**src/rtl/ihex_enc_pkg.sv**
```systemverilog
package ihex_enc_pkg;

  localparam int LINE_BYTES = 16;
  localparam int POS_W = (LINE_BYTES > 1) ? $clog2(LINE_BYTES) : 1;

  localparam int QUEUE_DEPTH = 2;
  localparam int QPTR_W = (QUEUE_DEPTH > 1) ? $clog2(QUEUE_DEPTH) : 1;
  localparam int QCNT_W = $clog2(QUEUE_DEPTH + 1);

  localparam int CFG_IDX_W = 2;
  localparam int CFG_DATA_W = 32;
  localparam logic [CFG_IDX_W-1:0] CFG_BASE_ADDRESS = 2'd0;
  localparam logic [CFG_IDX_W-1:0] CFG_IMAGE_SIZE = 2'd1;
  localparam logic [CFG_IDX_W-1:0] CFG_APPEND_END = 2'd2;

  localparam logic [7:0] CHAR_COLON = 8'h3A;
  localparam logic [7:0] CHAR_ZERO = 8'h30;
  localparam logic [7:0] CHAR_LF = 8'h0A;

  // type 04 record: byte count 02 plus record type 04
  localparam logic [7:0] ELA_FIXED_SUM = 8'h06;

  // position of each character within the longest burst of one request
  localparam int IDX_W = 6;
  localparam logic [IDX_W-1:0] IDX_ELA = 6'd0;
  localparam logic [IDX_W-1:0] IDX_ELA_HI = 6'd9;
  localparam logic [IDX_W-1:0] IDX_ELA_CKS = 6'd13;
  localparam logic [IDX_W-1:0] IDX_ELA_LF = 6'd15;
  localparam logic [IDX_W-1:0] IDX_HDR = 6'd16;
  localparam logic [IDX_W-1:0] IDX_HDR_LEN = 6'd17;
  localparam logic [IDX_W-1:0] IDX_HDR_LO = 6'd19;
  localparam logic [IDX_W-1:0] IDX_HDR_TYPE = 6'd23;
  localparam logic [IDX_W-1:0] IDX_DATA = 6'd25;
  localparam logic [IDX_W-1:0] IDX_DATA_LAST = 6'd26;
  localparam logic [IDX_W-1:0] IDX_CLOSE = 6'd27;
  localparam logic [IDX_W-1:0] IDX_CLOSE_LF = 6'd29;
  localparam logic [IDX_W-1:0] IDX_END = 6'd30;
  localparam logic [IDX_W-1:0] IDX_END_LF = 6'd41;

  // ":02000004"
  localparam logic [7:0] ELA_TEXT [9] = '{
    8'h3A, 8'h30, 8'h32, 8'h30, 8'h30, 8'h30, 8'h30, 8'h30, 8'h34
  };

  // ":00000001FF" LF
  localparam logic [7:0] END_TEXT [12] = '{
    8'h3A, 8'h30, 8'h30, 8'h30, 8'h30, 8'h30, 8'h30, 8'h30,
    8'h31, 8'h46, 8'h46, 8'h0A
  };

  typedef struct packed {
    logic                 ela;
    logic [15:0]          ela_hi;
    logic [7:0]           ela_cks;
    logic                 hdr;
    logic [7:0]           len;
    logic [15:0]          lo;
    logic [7:0]           data;
    logic                 close;
    logic [7:0]           cks;
    logic                 endrec;
    logic [IDX_W-1:0]     start;
  } cmd_t;

  function automatic logic [7:0] hex_char(input logic [3:0] n);
    logic [7:0] c;
    if (n < 4'd10) c = 8'h30 + {4'h0, n};
    else           c = 8'h37 + {4'h0, n};
    return c;
  endfunction

endpackage

```
**src/rtl/ihex_enc_front.sv**
```systemverilog
module ihex_enc_front (
  input  logic                              clk,
  input  logic                              rst_n,
  input  logic                              in_valid,
  input  logic [7:0]                        in_data_byte,
  output logic                              in_stall,
  input  logic [31:0]                       load_addr,
  input  logic [31:0]                       image_size,
  input  logic                              append_end,
  input  logic                              q_full,
  output logic                              push,
  output ihex_enc_pkg::cmd_t                cmd
);

  logic [31:0]                     offset_r, offset_nxt;
  logic [31:0]                     start_r, start_nxt;
  logic [ihex_enc_pkg::POS_W-1:0]  pos_r, pos_nxt;
  logic [15:0]                     upper_r, upper_nxt;
  logic [7:0]                      sum_r, sum_nxt;

  logic [31:0] size;
  logic [31:0] addr;
  logic [31:0] remaining;
  logic        last_img;
  logic        at_start;
  logic        rec_end;
  logic [7:0]  len;
  logic [7:0]  ela_sum;
  logic [7:0]  hdr_sum;
  logic [7:0]  cur_sum;
  logic        ela;

  assign in_stall = q_full;
  assign push = in_valid && !q_full;

  always_comb begin
    size = (image_size == 32'd0) ? 32'd1 : image_size;
    last_img = offset_r >= (size - 32'd1);
    at_start = (pos_r == '0);
    rec_end = (pos_r == ihex_enc_pkg::POS_W'(ihex_enc_pkg::LINE_BYTES - 1)) || last_img;
    addr = load_addr + start_r;
    remaining = (size > start_r) ? (size - start_r) : 32'd1;
    len = (remaining < 32'(ihex_enc_pkg::LINE_BYTES)) ? remaining[7:0]
                                                       : 8'(ihex_enc_pkg::LINE_BYTES);
    ela = at_start && (addr[31:16] != upper_r);
    ela_sum = ihex_enc_pkg::ELA_FIXED_SUM + addr[31:24] + addr[23:16];
    hdr_sum = len + addr[15:8] + addr[7:0];
    cur_sum = (at_start ? hdr_sum : sum_r) + in_data_byte;

    cmd.ela = ela;
    cmd.ela_hi = addr[31:16];
    cmd.ela_cks = 8'h00 - ela_sum;
    cmd.hdr = at_start;
    cmd.len = len;
    cmd.lo = addr[15:0];
    cmd.data = in_data_byte;
    cmd.close = rec_end;
    cmd.cks = 8'h00 - cur_sum;
    cmd.endrec = last_img && append_end;
    if (ela)           cmd.start = ihex_enc_pkg::IDX_ELA;
    else if (at_start) cmd.start = ihex_enc_pkg::IDX_HDR;
    else               cmd.start = ihex_enc_pkg::IDX_DATA;
  end

  always_comb begin
    offset_nxt = offset_r;
    start_nxt = start_r;
    pos_nxt = pos_r;
    upper_nxt = upper_r;
    sum_nxt = sum_r;
    if (push) begin
      if (last_img) begin
        // image done: restart offsets and upper address
        offset_nxt = '0;
        start_nxt = '0;
        pos_nxt = '0;
        upper_nxt = '0;
        sum_nxt = '0;
      end else begin
        offset_nxt = offset_r + 32'd1;
        sum_nxt = cur_sum;
        if (ela) upper_nxt = addr[31:16];
        if (rec_end) begin
          pos_nxt = '0;
          start_nxt = offset_r + 32'd1;
        end else begin
          pos_nxt = pos_r + 1'b1;
        end
      end
    end
  end

  always_ff @(posedge clk) begin
    if (!rst_n) begin
      offset_r <= '0;
      start_r <= '0;
      pos_r <= '0;
      upper_r <= '0;
      sum_r <= '0;
    end else begin
      offset_r <= offset_nxt;
      start_r <= start_nxt;
      pos_r <= pos_nxt;
      upper_r <= upper_nxt;
      sum_r <= sum_nxt;
    end
  end

endmodule

```
**src/rtl/ihex_enc_queue.sv**
```systemverilog
module ihex_enc_queue (
  input  logic               clk,
  input  logic               rst_n,
  input  logic               wr_en,
  input  ihex_enc_pkg::cmd_t wr_cmd,
  output logic               full,
  input  logic               rd_en,
  output logic               head_valid,
  output ihex_enc_pkg::cmd_t head
);

  ihex_enc_pkg::cmd_t                 mem_r [ihex_enc_pkg::QUEUE_DEPTH];
  logic [ihex_enc_pkg::QPTR_W-1:0]    wptr_r, wptr_nxt;
  logic [ihex_enc_pkg::QPTR_W-1:0]    rptr_r, rptr_nxt;
  logic [ihex_enc_pkg::QCNT_W-1:0]    cnt_r, cnt_nxt;
  logic                               do_wr;
  logic                               do_rd;

  localparam logic [ihex_enc_pkg::QPTR_W-1:0] PTR_LAST =
    ihex_enc_pkg::QPTR_W'(ihex_enc_pkg::QUEUE_DEPTH - 1);

  assign full = (cnt_r == ihex_enc_pkg::QCNT_W'(ihex_enc_pkg::QUEUE_DEPTH));
  assign head_valid = (cnt_r != '0);
  assign head = mem_r[rptr_r];
  assign do_wr = wr_en && !full;
  assign do_rd = rd_en && head_valid;

  always_comb begin
    wptr_nxt = wptr_r;
    rptr_nxt = rptr_r;
    cnt_nxt = cnt_r;
    if (do_wr) wptr_nxt = (wptr_r == PTR_LAST) ? '0 : wptr_r + 1'b1;
    if (do_rd) rptr_nxt = (rptr_r == PTR_LAST) ? '0 : rptr_r + 1'b1;
    if (do_wr && !do_rd)      cnt_nxt = cnt_r + 1'b1;
    else if (do_rd && !do_wr) cnt_nxt = cnt_r - 1'b1;
  end

  always_ff @(posedge clk) begin
    if (!rst_n) begin
      wptr_r <= '0;
      rptr_r <= '0;
      cnt_r <= '0;
    end else begin
      wptr_r <= wptr_nxt;
      rptr_r <= rptr_nxt;
      cnt_r <= cnt_nxt;
    end
  end

  always_ff @(posedge clk) begin
    if (do_wr) mem_r[wptr_r] <= wr_cmd;
  end

endmodule

```
**src/rtl/ihex_enc_back.sv**
```systemverilog
module ihex_enc_back (
  input  logic               clk,
  input  logic               rst_n,
  input  logic               head_valid,
  input  ihex_enc_pkg::cmd_t head,
  output logic               pop,
  output logic               out_valid,
  input  logic               out_stall,
  output logic [7:0]         out_ascii_char,
  output logic               out_run_end
);

  logic                           out_valid_r, out_valid_nxt;
  logic [7:0]                     char_r;
  logic                           run_end_r;
  logic [ihex_enc_pkg::IDX_W-1:0] idx_r, idx_nxt;
  logic                           fresh_r, fresh_nxt;

  logic                           load;
  logic [ihex_enc_pkg::IDX_W-1:0] cur;
  logic [ihex_enc_pkg::IDX_W-1:0] off;
  logic                           last;
  logic [7:0]                     ch;

  assign out_valid = out_valid_r;
  assign out_ascii_char = char_r;
  assign out_run_end = run_end_r;

  assign load = head_valid && (!out_valid_r || !out_stall);
  assign cur = fresh_r ? head.start : idx_r;
  assign pop = load && last;

  always_comb begin
    last = ((cur == ihex_enc_pkg::IDX_DATA_LAST) && !head.close && !head.endrec)
        || ((cur == ihex_enc_pkg::IDX_CLOSE_LF) && !head.endrec)
        || (cur == ihex_enc_pkg::IDX_END_LF);

    if (cur == ihex_enc_pkg::IDX_ELA_LF)
      idx_nxt = ihex_enc_pkg::IDX_HDR;
    else if (cur == ihex_enc_pkg::IDX_DATA_LAST)
      idx_nxt = head.close ? ihex_enc_pkg::IDX_CLOSE : ihex_enc_pkg::IDX_END;
    else if (cur == ihex_enc_pkg::IDX_CLOSE_LF)
      idx_nxt = ihex_enc_pkg::IDX_END;
    else
      idx_nxt = cur + 1'b1;
  end

  // character at the current position of the burst
  always_comb begin
    off = '0;
    if (cur < ihex_enc_pkg::IDX_ELA_HI) begin
      ch = ihex_enc_pkg::ELA_TEXT[cur[3:0]];
    end else if (cur < ihex_enc_pkg::IDX_ELA_CKS) begin
      off = cur - ihex_enc_pkg::IDX_ELA_HI;
      ch = ihex_enc_pkg::hex_char(4'(head.ela_hi >> {~off[1:0], 2'b00}));
    end else if (cur < ihex_enc_pkg::IDX_ELA_LF) begin
      off = cur - ihex_enc_pkg::IDX_ELA_CKS;
      ch = ihex_enc_pkg::hex_char(4'(head.ela_cks >> {~off[0], 2'b00}));
    end else if (cur == ihex_enc_pkg::IDX_ELA_LF) begin
      ch = ihex_enc_pkg::CHAR_LF;
    end else if (cur == ihex_enc_pkg::IDX_HDR) begin
      ch = ihex_enc_pkg::CHAR_COLON;
    end else if (cur < ihex_enc_pkg::IDX_HDR_LO) begin
      off = cur - ihex_enc_pkg::IDX_HDR_LEN;
      ch = ihex_enc_pkg::hex_char(4'(head.len >> {~off[0], 2'b00}));
    end else if (cur < ihex_enc_pkg::IDX_HDR_TYPE) begin
      off = cur - ihex_enc_pkg::IDX_HDR_LO;
      ch = ihex_enc_pkg::hex_char(4'(head.lo >> {~off[1:0], 2'b00}));
    end else if (cur < ihex_enc_pkg::IDX_DATA) begin
      ch = ihex_enc_pkg::CHAR_ZERO;
    end else if (cur < ihex_enc_pkg::IDX_CLOSE) begin
      off = cur - ihex_enc_pkg::IDX_DATA;
      ch = ihex_enc_pkg::hex_char(4'(head.data >> {~off[0], 2'b00}));
    end else if (cur < ihex_enc_pkg::IDX_CLOSE_LF) begin
      off = cur - ihex_enc_pkg::IDX_CLOSE;
      ch = ihex_enc_pkg::hex_char(4'(head.cks >> {~off[0], 2'b00}));
    end else if (cur == ihex_enc_pkg::IDX_CLOSE_LF) begin
      ch = ihex_enc_pkg::CHAR_LF;
    end else begin
      off = cur - ihex_enc_pkg::IDX_END;
      ch = ihex_enc_pkg::END_TEXT[off[3:0]];
    end
  end

  always_comb begin
    out_valid_nxt = out_valid_r;
    fresh_nxt = fresh_r;
    if (load) begin
      out_valid_nxt = 1'b1;
      fresh_nxt = last;
    end else if (!out_stall) begin
      out_valid_nxt = 1'b0;
    end
  end

  always_ff @(posedge clk) begin
    if (!rst_n) begin
      out_valid_r <= 1'b0;
      fresh_r <= 1'b1;
    end else begin
      out_valid_r <= out_valid_nxt;
      fresh_r <= fresh_nxt;
    end
  end

  always_ff @(posedge clk) begin
    if (load) begin
      char_r <= ch;
      run_end_r <= last;
      idx_r <= idx_nxt;
    end
  end

endmodule

```
**src/rtl/intel_hex_record_encoder.sv**
```systemverilog
// A two-entry request queue decouples input and output. A byte is written into it,
// then its first character goes through the output register. One character per
// cycle leaves it while out_stall is low; a byte yields 2 to 42 characters (two hex
// digits plus record overhead share, about 2.75 on average with 16-byte records).
// Reset (rst_n low, synchronous) clears the queue, the output register, the image
// offset and upper address, and loads base 0, size 1, end record off.
module intel_hex_record_encoder (
  input  logic                                  clk,
  input  logic                                  rst_n,
  input  logic                                  in_valid,
  output logic                                  in_stall,
  input  logic [7:0]                            in_data_byte,
  output logic                                  out_valid,
  input  logic                                  out_stall,
  output logic [7:0]                            out_ascii_char,
  output logic                                  out_run_end,
  input  logic                                  cfg_we,
  input  logic [ihex_enc_pkg::CFG_IDX_W-1:0]    cfg_index,
  input  logic [ihex_enc_pkg::CFG_DATA_W-1:0]   cfg_wdata
);

  logic [31:0]        load_addr_r;
  logic [31:0]        image_size_r;
  logic               append_end_r;

  logic               q_full;
  logic               push;
  logic               pop;
  logic               head_valid;
  ihex_enc_pkg::cmd_t cmd;
  ihex_enc_pkg::cmd_t head;

  always_ff @(posedge clk) begin
    if (!rst_n) begin
      load_addr_r <= 32'd0;
      image_size_r <= 32'd1;
      append_end_r <= 1'b0;
    end else if (cfg_we) begin
      unique case (cfg_index)
        ihex_enc_pkg::CFG_BASE_ADDRESS: load_addr_r <= cfg_wdata[31:0];
        ihex_enc_pkg::CFG_IMAGE_SIZE:   image_size_r <= cfg_wdata[31:0];
        ihex_enc_pkg::CFG_APPEND_END:   append_end_r <= cfg_wdata[0];
        default: ;
      endcase
    end
  end

  ihex_enc_front u_front (
    .clk          (clk),
    .rst_n        (rst_n),
    .in_valid     (in_valid),
    .in_data_byte (in_data_byte),
    .in_stall     (in_stall),
    .load_addr    (load_addr_r),
    .image_size   (image_size_r),
    .append_end   (append_end_r),
    .q_full       (q_full),
    .push         (push),
    .cmd          (cmd)
  );

  ihex_enc_queue u_queue (
    .clk        (clk),
    .rst_n      (rst_n),
    .wr_en      (push),
    .wr_cmd     (cmd),
    .full       (q_full),
    .rd_en      (pop),
    .head_valid (head_valid),
    .head       (head)
  );

  ihex_enc_back u_back (
    .clk            (clk),
    .rst_n          (rst_n),
    .head_valid     (head_valid),
    .head           (head),
    .pop            (pop),
    .out_valid      (out_valid),
    .out_stall      (out_stall),
    .out_ascii_char (out_ascii_char),
    .out_run_end    (out_run_end)
  );

endmodule

```
**config.mk**
```make
export PLATFORM = sky130hd
export DESIGN_NAME = intel_hex_record_encoder
export DESIGN_NICKNAME = d
export VERILOG_FILES = /design/src/rtl/ihex_enc_pkg.sv /design/src/rtl/ihex_enc_front.sv /design/src/rtl/ihex_enc_queue.sv /design/src/rtl/ihex_enc_back.sv /design/src/rtl/intel_hex_record_encoder.sv
export SDC_FILE = /design/constraint.sdc
export NUM_CORES = 1
export LEC_CHECK = 0
export BUFFER_PORTS_ARGS = -buffer_cell sky130_fd_sc_hd__buf_2
export CAP_MARGIN = 20
export CELL_PAD_IN_SITES_DETAIL_PLACEMENT = 1
export CELL_PAD_IN_SITES_GLOBAL_PLACEMENT = 1
export CORE_MARGIN = 5
export CORE_UTILIZATION = 40
export CTS_CLUSTER_SIZE = 12
export DETAILED_ROUTE_END_ITERATION = 12
export GPL_ROUTABILITY_DRIVEN = 0
export GPL_TIMING_DRIVEN = 0
export PLACE_DENSITY_LB_ADDON = 0.1
export SLEW_MARGIN = 20
export SYNTH_ARGS = -nofsm -noshare
export SYNTH_HDL_FRONTEND = slang
export SYNTH_SLANG_ARGS = --single-unit
```
**constraint.sdc**
```tcl
create_clock -name clk -period 7.45 [get_ports clk]
set_clock_uncertainty 0.05 [all_clocks]
set_input_delay 2.235 -clock clk [delete_from_list [all_inputs] [get_ports clk]]
set_output_delay 2.235 -clock clk [all_outputs]
set_load 0.005 [all_outputs]
```
# After elaboration in Yosys (flattened, before gate mapping)
# Memory sizes are Yosys's and may differ from the RTL's. A register that Yosys moved wholly into a read port is not among the register bits.
# Cells that the tools add are included.
# word_totals
mem_bits_rw	148
mem_bits_ro	256
output_inout_bits	11
n_memories	3
input_bits	47
regBits	178
# op_classes
n_lt_le_gt_ge	19
n_eq_ne	11
muxes	49
n_reduce_logical	35
addsub	36
bitwise	8
shift	6
# memory_table
name	depth	width	rd	rd_clocked_by_memory_dff	wr	line_no	rtl
u_queue.mem_r	2	74	1	1	1	ihex_enc_queue.sv:12	ihex_enc_pkg::cmd_t mem_r [ihex_enc_pkg::QUEUE_DEPTH];
(no name shown)	16	8	1	0	0	ihex_enc_back.sv:81	ch = ihex_enc_pkg::END_TEXT[off[3:0]];
(no name shown)	16	8	1	0	0	ihex_enc_back.sv:52	ch = ihex_enc_pkg::ELA_TEXT[cur[3:0]];
# op_table
op	n
$mux 8	24
$mux 32	5
$add 6x4->7 const A	12
$add 32x1->32 const B	1
$add 32x32->32	1
$add 8x8->8	4
$ge 32x32->1	1
$gt 32x32->1	1
$logic_not 32->1	1
$lt 32x5->1 const B	1
$mux 16	2
$shr 16x4->4	2
$shr 8x3->4	4
$sub 32x1->32 const B	1
$sub 32x32->32	1
$lt 6x5->1 const B	5
$lt 4x4->1 const B	6
$mux 6	4
$eq 6x5->1 const B	3
$lt 6x4->1 const B	3
$ne 16x16->1	1
$sub 1x8->8 const A	2
$logic_and 1x1->1	12
$mux 4	3
other kinds (28)	64

# Logic depth before layout (Yosys ltp)
# logic_depth
depth_word	17
mapped_depth	36
depth_no_buf	36

# Modules after synthesis
# Synthesis repeated with hierarchy kept, for this count alone.
# unflattened
hier_cells	2413
area_unflattened_um2	22326.4
# modules_own_cells
module	instances	seq_area_each_um2	area_each_um2	cells_per_inst
ihex_enc_front	1	1841.8	11392.2	1562
ihex_enc_queue	1	4544.4	5594.1	255
ihex_enc_back	1	460.4	2859.0	347
intel_hex_record_encoder	1	1301.2	2481.1	249

# Worst setup path after synthesis
# OpenSTA, ideal clock, no wires.
# synth_path
path_type	reg2reg
start	register image_size_r[10]
end	memory u_queue.mem_r[0][13] (netlist name), data pin
synth_period_minus_slack_ns	7.929
arrival_ns	7.612
path_slack_ns	-0.479
path_stages_with_launch	34
required_time_ns	7.133
path_cell_list	dfxtp_1 -> or4_1 -> nor3_1 -> nand2_1 -> nor3_1 -> nor2_1 -> ha_1 -> fa_1 -> nor2b_4 -> o31ai_2 -> a21boi_1 -> o41a_4 -> o2111a_1 -> or3_1 -> and4b_1 -> o2111ai_1 -> or4_1 -> or4b_4 -> or3_1 -> fa_1 -> inv_1 -> fa_1 -> nand2_1 -> nand2_1 -> ha_1 -> a21oi_1 -> nor2b_1 -> o21a_1 -> o21ai_0 -> nand2b_1 -> a21oi_1 -> xnor2_1 -> xnor2_1 -> xnor2_1
# synth_via
elab_chain_cells	11
word_cells_on_any_way	12
cone_classes	add/sub (5); order compare (2); mux (4); reduce/logical (1)
# synth_rtl
element	line_no	rtl
start: declaration	intel_hex_record_encoder.sv:23	logic [31:0] image_size_r;
start signal: assignment	intel_hex_record_encoder.sv:41	ihex_enc_pkg::CFG_IMAGE_SIZE: image_size_r <= cfg_wdata[31:0];
$logic_not 32->1	ihex_enc_front.sv:37	size = (image_size == 32'd0) ? 32'd1 : image_size;
$mux 32 (*)	ihex_enc_front.sv:37	
$sub 32x32->32 / $gt 32x32->1 (equally long branches)	ihex_enc_front.sv:42	remaining = (size > start_r) ? (size - start_r) : 32'd1;
$mux 32 (*)	ihex_enc_front.sv:42	
$lt 32x5->1	ihex_enc_front.sv:43	len = (remaining < 32'(ihex_enc_pkg::LINE_BYTES)) ? remaining[7:0]
$mux 8 (*)	ihex_enc_front.sv:43	
$add 8x8->8 (*) (2 in a row)	ihex_enc_front.sv:47	hdr_sum = len + addr[15:8] + addr[7:0];
$mux 8 (*)	ihex_enc_front.sv:48	cur_sum = (at_start ? hdr_sum : sum_r) + in_data_byte;
$add 8x8->8 (*)	ihex_enc_front.sv:48	
$sub 1x8->8 (*)	ihex_enc_front.sv:58	cmd.cks = 8'h00 - cur_sum;
end: declaration	ihex_enc_queue.sv:12	
# Mark *: on every way between the ends. The rest lies on a longest branch, timed or not.

# Worst setup path in the final report
# layout_path
start	register image_size_r[13]
end	memory u_queue.mem_r[1][13] (netlist name), data pin
# The elaborated chain is that of the path after synthesis.

==> results.md <==
- Initial drt markers: 910
- Avg WL per Cell: 23.0 um
- Synth Area per Inst: 9.10 um2
- # setup viols final: 16
- Kind of critical path: flip-flop to flip-flop
- Min Tclk post-route: 8.16 ns
- Final hold slack: 0.410 ns
- Hold_sp: load_addr_r[29]$_SDFFE_PN0P_
- Hold path cells: 2
- Endpoints failing hold: 0
- Grt total ovfl: 0
- Skew-Pair Late Insertion Delay: 0.56 ns
- Most common cell after layout, fill and taps aside: nand2_1
- Tightest Pin Transition: 1.09 ns
- Final instance area: 0.0236 mm2
- Initial antenna violation count: 2
- Pwr/cell area: 253 mW/mm2
- Number of synthesized flops with an enable pin: 150
- Data required time of the worst path: 7.68 ns
- Hold Path Class: flip-flop to flip-flop
- Total core area: 0.0501 mm2
- Starting Density: 40.3%
- IO Pins: 58
- Post-layout nets: 2568
- Routed Antenna Nets: 0
- Vias in the first global route: 18000
- Synth cell types: 94
- Ant diodes: 0
- Vias post-DR: 17300
- Total negative slack: -7.43 ns
- Reg2reg path depth: 33
- Final worst setup slack: -0.713 ns
- Worst vdd ir: 134 uV
- Max Clk Rate: 122 MHz
- Register area share after synthesis: 38.6%
- Detail Placement HPWL: 55600 um
- Global-route wire length before repair: 106000 um
- Yosys reg bits: 314
- Hold buffers post-CTS: 0
- Longest Clk Path Bufs: 3
- Clock slew at reported path FFs: 0.06 ns
- Clk sink count: 314
- Synth Cell Area: 0.0202 mm2
- Post-synth top flop: dfxtp_1
- RSZ-0062 raised after global routing: yes
- Outcome: finished with violations
- Most frequent cells in the layout: nand2_1, a21oi_1, dfxtp_1, edfxtp_1, nor2_1
- Die ar.: 0.0550 mm2
- Fin util: 47.1%
- Slowest-stage cell, CP: or4b_4
- # Max-Cap Violations: 0
- Critical path startpoint: image_size_r[13]$_SDFFE_PN0P_
- Pin count of the biggest net entering global routing: 53
- Critical-path maximum fanout: 7
- H-tree depth: 2
- Row Count: 82
- Relative slew slack: 27.2%
- Remaining DRCs: 0
- CP Launch Type: flip-flop
- R2r setup slk: -0.71 ns
- Async S/R FF share, synth: 0%
- Fin crit share: 110%
- Vias/cell: 5.63
- TritonCTS Buffers: 38
- Data arrival, critical path: 8.39 ns
- Max-slew violation count: 0
- Reg-to-reg critical path startpoint: image_size_r[13]$_SDFFE_PN0P_
- Post-Route WL: 70500 um
- Ys Warns: 0
- Share of cells above drive strength 1: 13.8%
- Overall Global Routing Usage: 25.2%
- Die span in y: 235 um
- Area Growth Syn to Fin: 16.9%
- CTS tree: built
- Syn Inst Count: 2217
- Die extent in x: 235 um
- CTS root buffer: clkbuf_16
- Leakage power total: 0.00936 uW
- Crit end category: flip-flop
- Fillers: 5827
- Post-DP Area: 0.0215 mm2
- CP peak stage delay: 0.58 ns
- Port Buffers: 55
- Drt first pass iters: 6
- Failing checks: setup timing
kinds of logic after synthesis:
kind of cell / share of synthesized area (%)
multiplexers: 4.73
XOR/XNOR: 7.29
buffers and inverters: 4.66
adder cells (fa/ha/maj): 9.81
other: 0.0372
AND/OR/NAND/NOR: 17.0
flip-flops: 38.6
AO/OA/AOI/OAI: 17.9
flip-flops by register name (all words and copies together), names as in the netlist, 4 cells and up, named ones only:
signal and cells:
u_back.out_ascii_char 7, u_front.upper_r 16, u_back.idx_r 6, u_front.pos_r 4
u_front.start_r 32, image_size_r 32, load_addr_r 32, u_front.offset_r 32
u_front.sum_r 8, u_queue.mem_r 136
critical path: cells and delay by family (launching register included):
| kind | cells | cell delay [ns] |
|---|---|---|
| fa+ha+maj | 5 | 1.85 |
| flops | 1 | 0.37 |
| xor+xnor | 3 | 0.52 |
| compound gates | 9 | 1.40 |
| simple gates | 15 | 3.62 |
| buf+inv | 1 | 0.06 |
path summary, 6_finish.rpt:
kind	end
setup / recovery	u_queue.mem_r[1][13]$_DFFE_PP_
hold / removal	load_addr_r[29]$_SDFFE_PN0P_
setup reg to reg	u_queue.mem_r[1][13]$_DFFE_PP_
hold reg to reg	load_addr_r[29]$_SDFFE_PN0P_
per-stage QoR:
| step | instances | power, uW | worst slack (ns) |
|---|---|---|---|
| floorplan | 2224 | 3290 | -0.0425 |
| global placement | 2951 | 3800 | -2.42 |
| detailed placement | 2956 | 3870 | -2.38 |
| CTS | 3061 | 5930 | -0.749 |
| global route | 3071 | 6260 | -0.969 |
| finish | 3071 | 5980 | -0.713 |
metal layers:
metal / GRT usage, % / share of wire (%)
met5: 0 / 0
met1: 31.2 / 43
met2: 45.5 / 50
met4: 8.87 / 4.1
met3: 2.75 / 3.0
layout make-up:
class	count	area, um2	area share, %
sequential	314	7800	33.1
timing repair buffer	107	764	3.24
clock inverter	17	170	0.721
clock buffer	52	1090	4.61
inverter	122	458	1.94
buffer	121	495	2.10
tap	672	841	3.56
multi-input combinational	1666	12000	50.7
synth_stat cells, types with 11 or more instances:
cell	instances	area, um2
nor2b_1	19	119
o21ai_0	99	495
buf_1	11	41.3
a21o_1	47	353
a31oi_1	15	93.8
nand3_1	42	210
nand3b_1	20	150
inv_1	118	443
o211ai_1	16	120
xnor2_1	98	858
o22ai_1	18	113
a211oi_1	12	90.1
and2_1	12	75.1
o21a_1	18	135
nand2_1	282	1060
a22o_1	16	140
nor4_1	12	75.1
ha_1	139	1740
fa_1	12	240
nand2b_1	18	113
nor2_1	143	537
clkbuf_1	103	387
mux4_2	32	721
nand4_1	27	169
or3_1	21	131
dfxtp_1	164	3280
and3_1	20	125
edfxtp_1	150	4500
nor3_1	54	270
a21oi_1	243	1220
mux2i_1	21	210
xor2_1	55	482
where the power goes:
| group | switching (uW) | internal (uW) |
|---|---|---|
| Sequential | 69.9 | 2040 |
| Combinational | 1200 | 778 |
| Clock | 764 | 1130 |
| Total | 2030 | 3950 |
timing repair:
| item | CTS | global route |
|---|---|---|
| setup endpoints to repair | 21 | 89 |
| pin swaps | 34 | 18 |
| endpoints found under the hold margin | 0 | 0 |
| buffers inserted | 36 | 12 |
| gates resized for setup | 64 | 50 |
No activity file was read; power rests on OpenSTA's default activity.
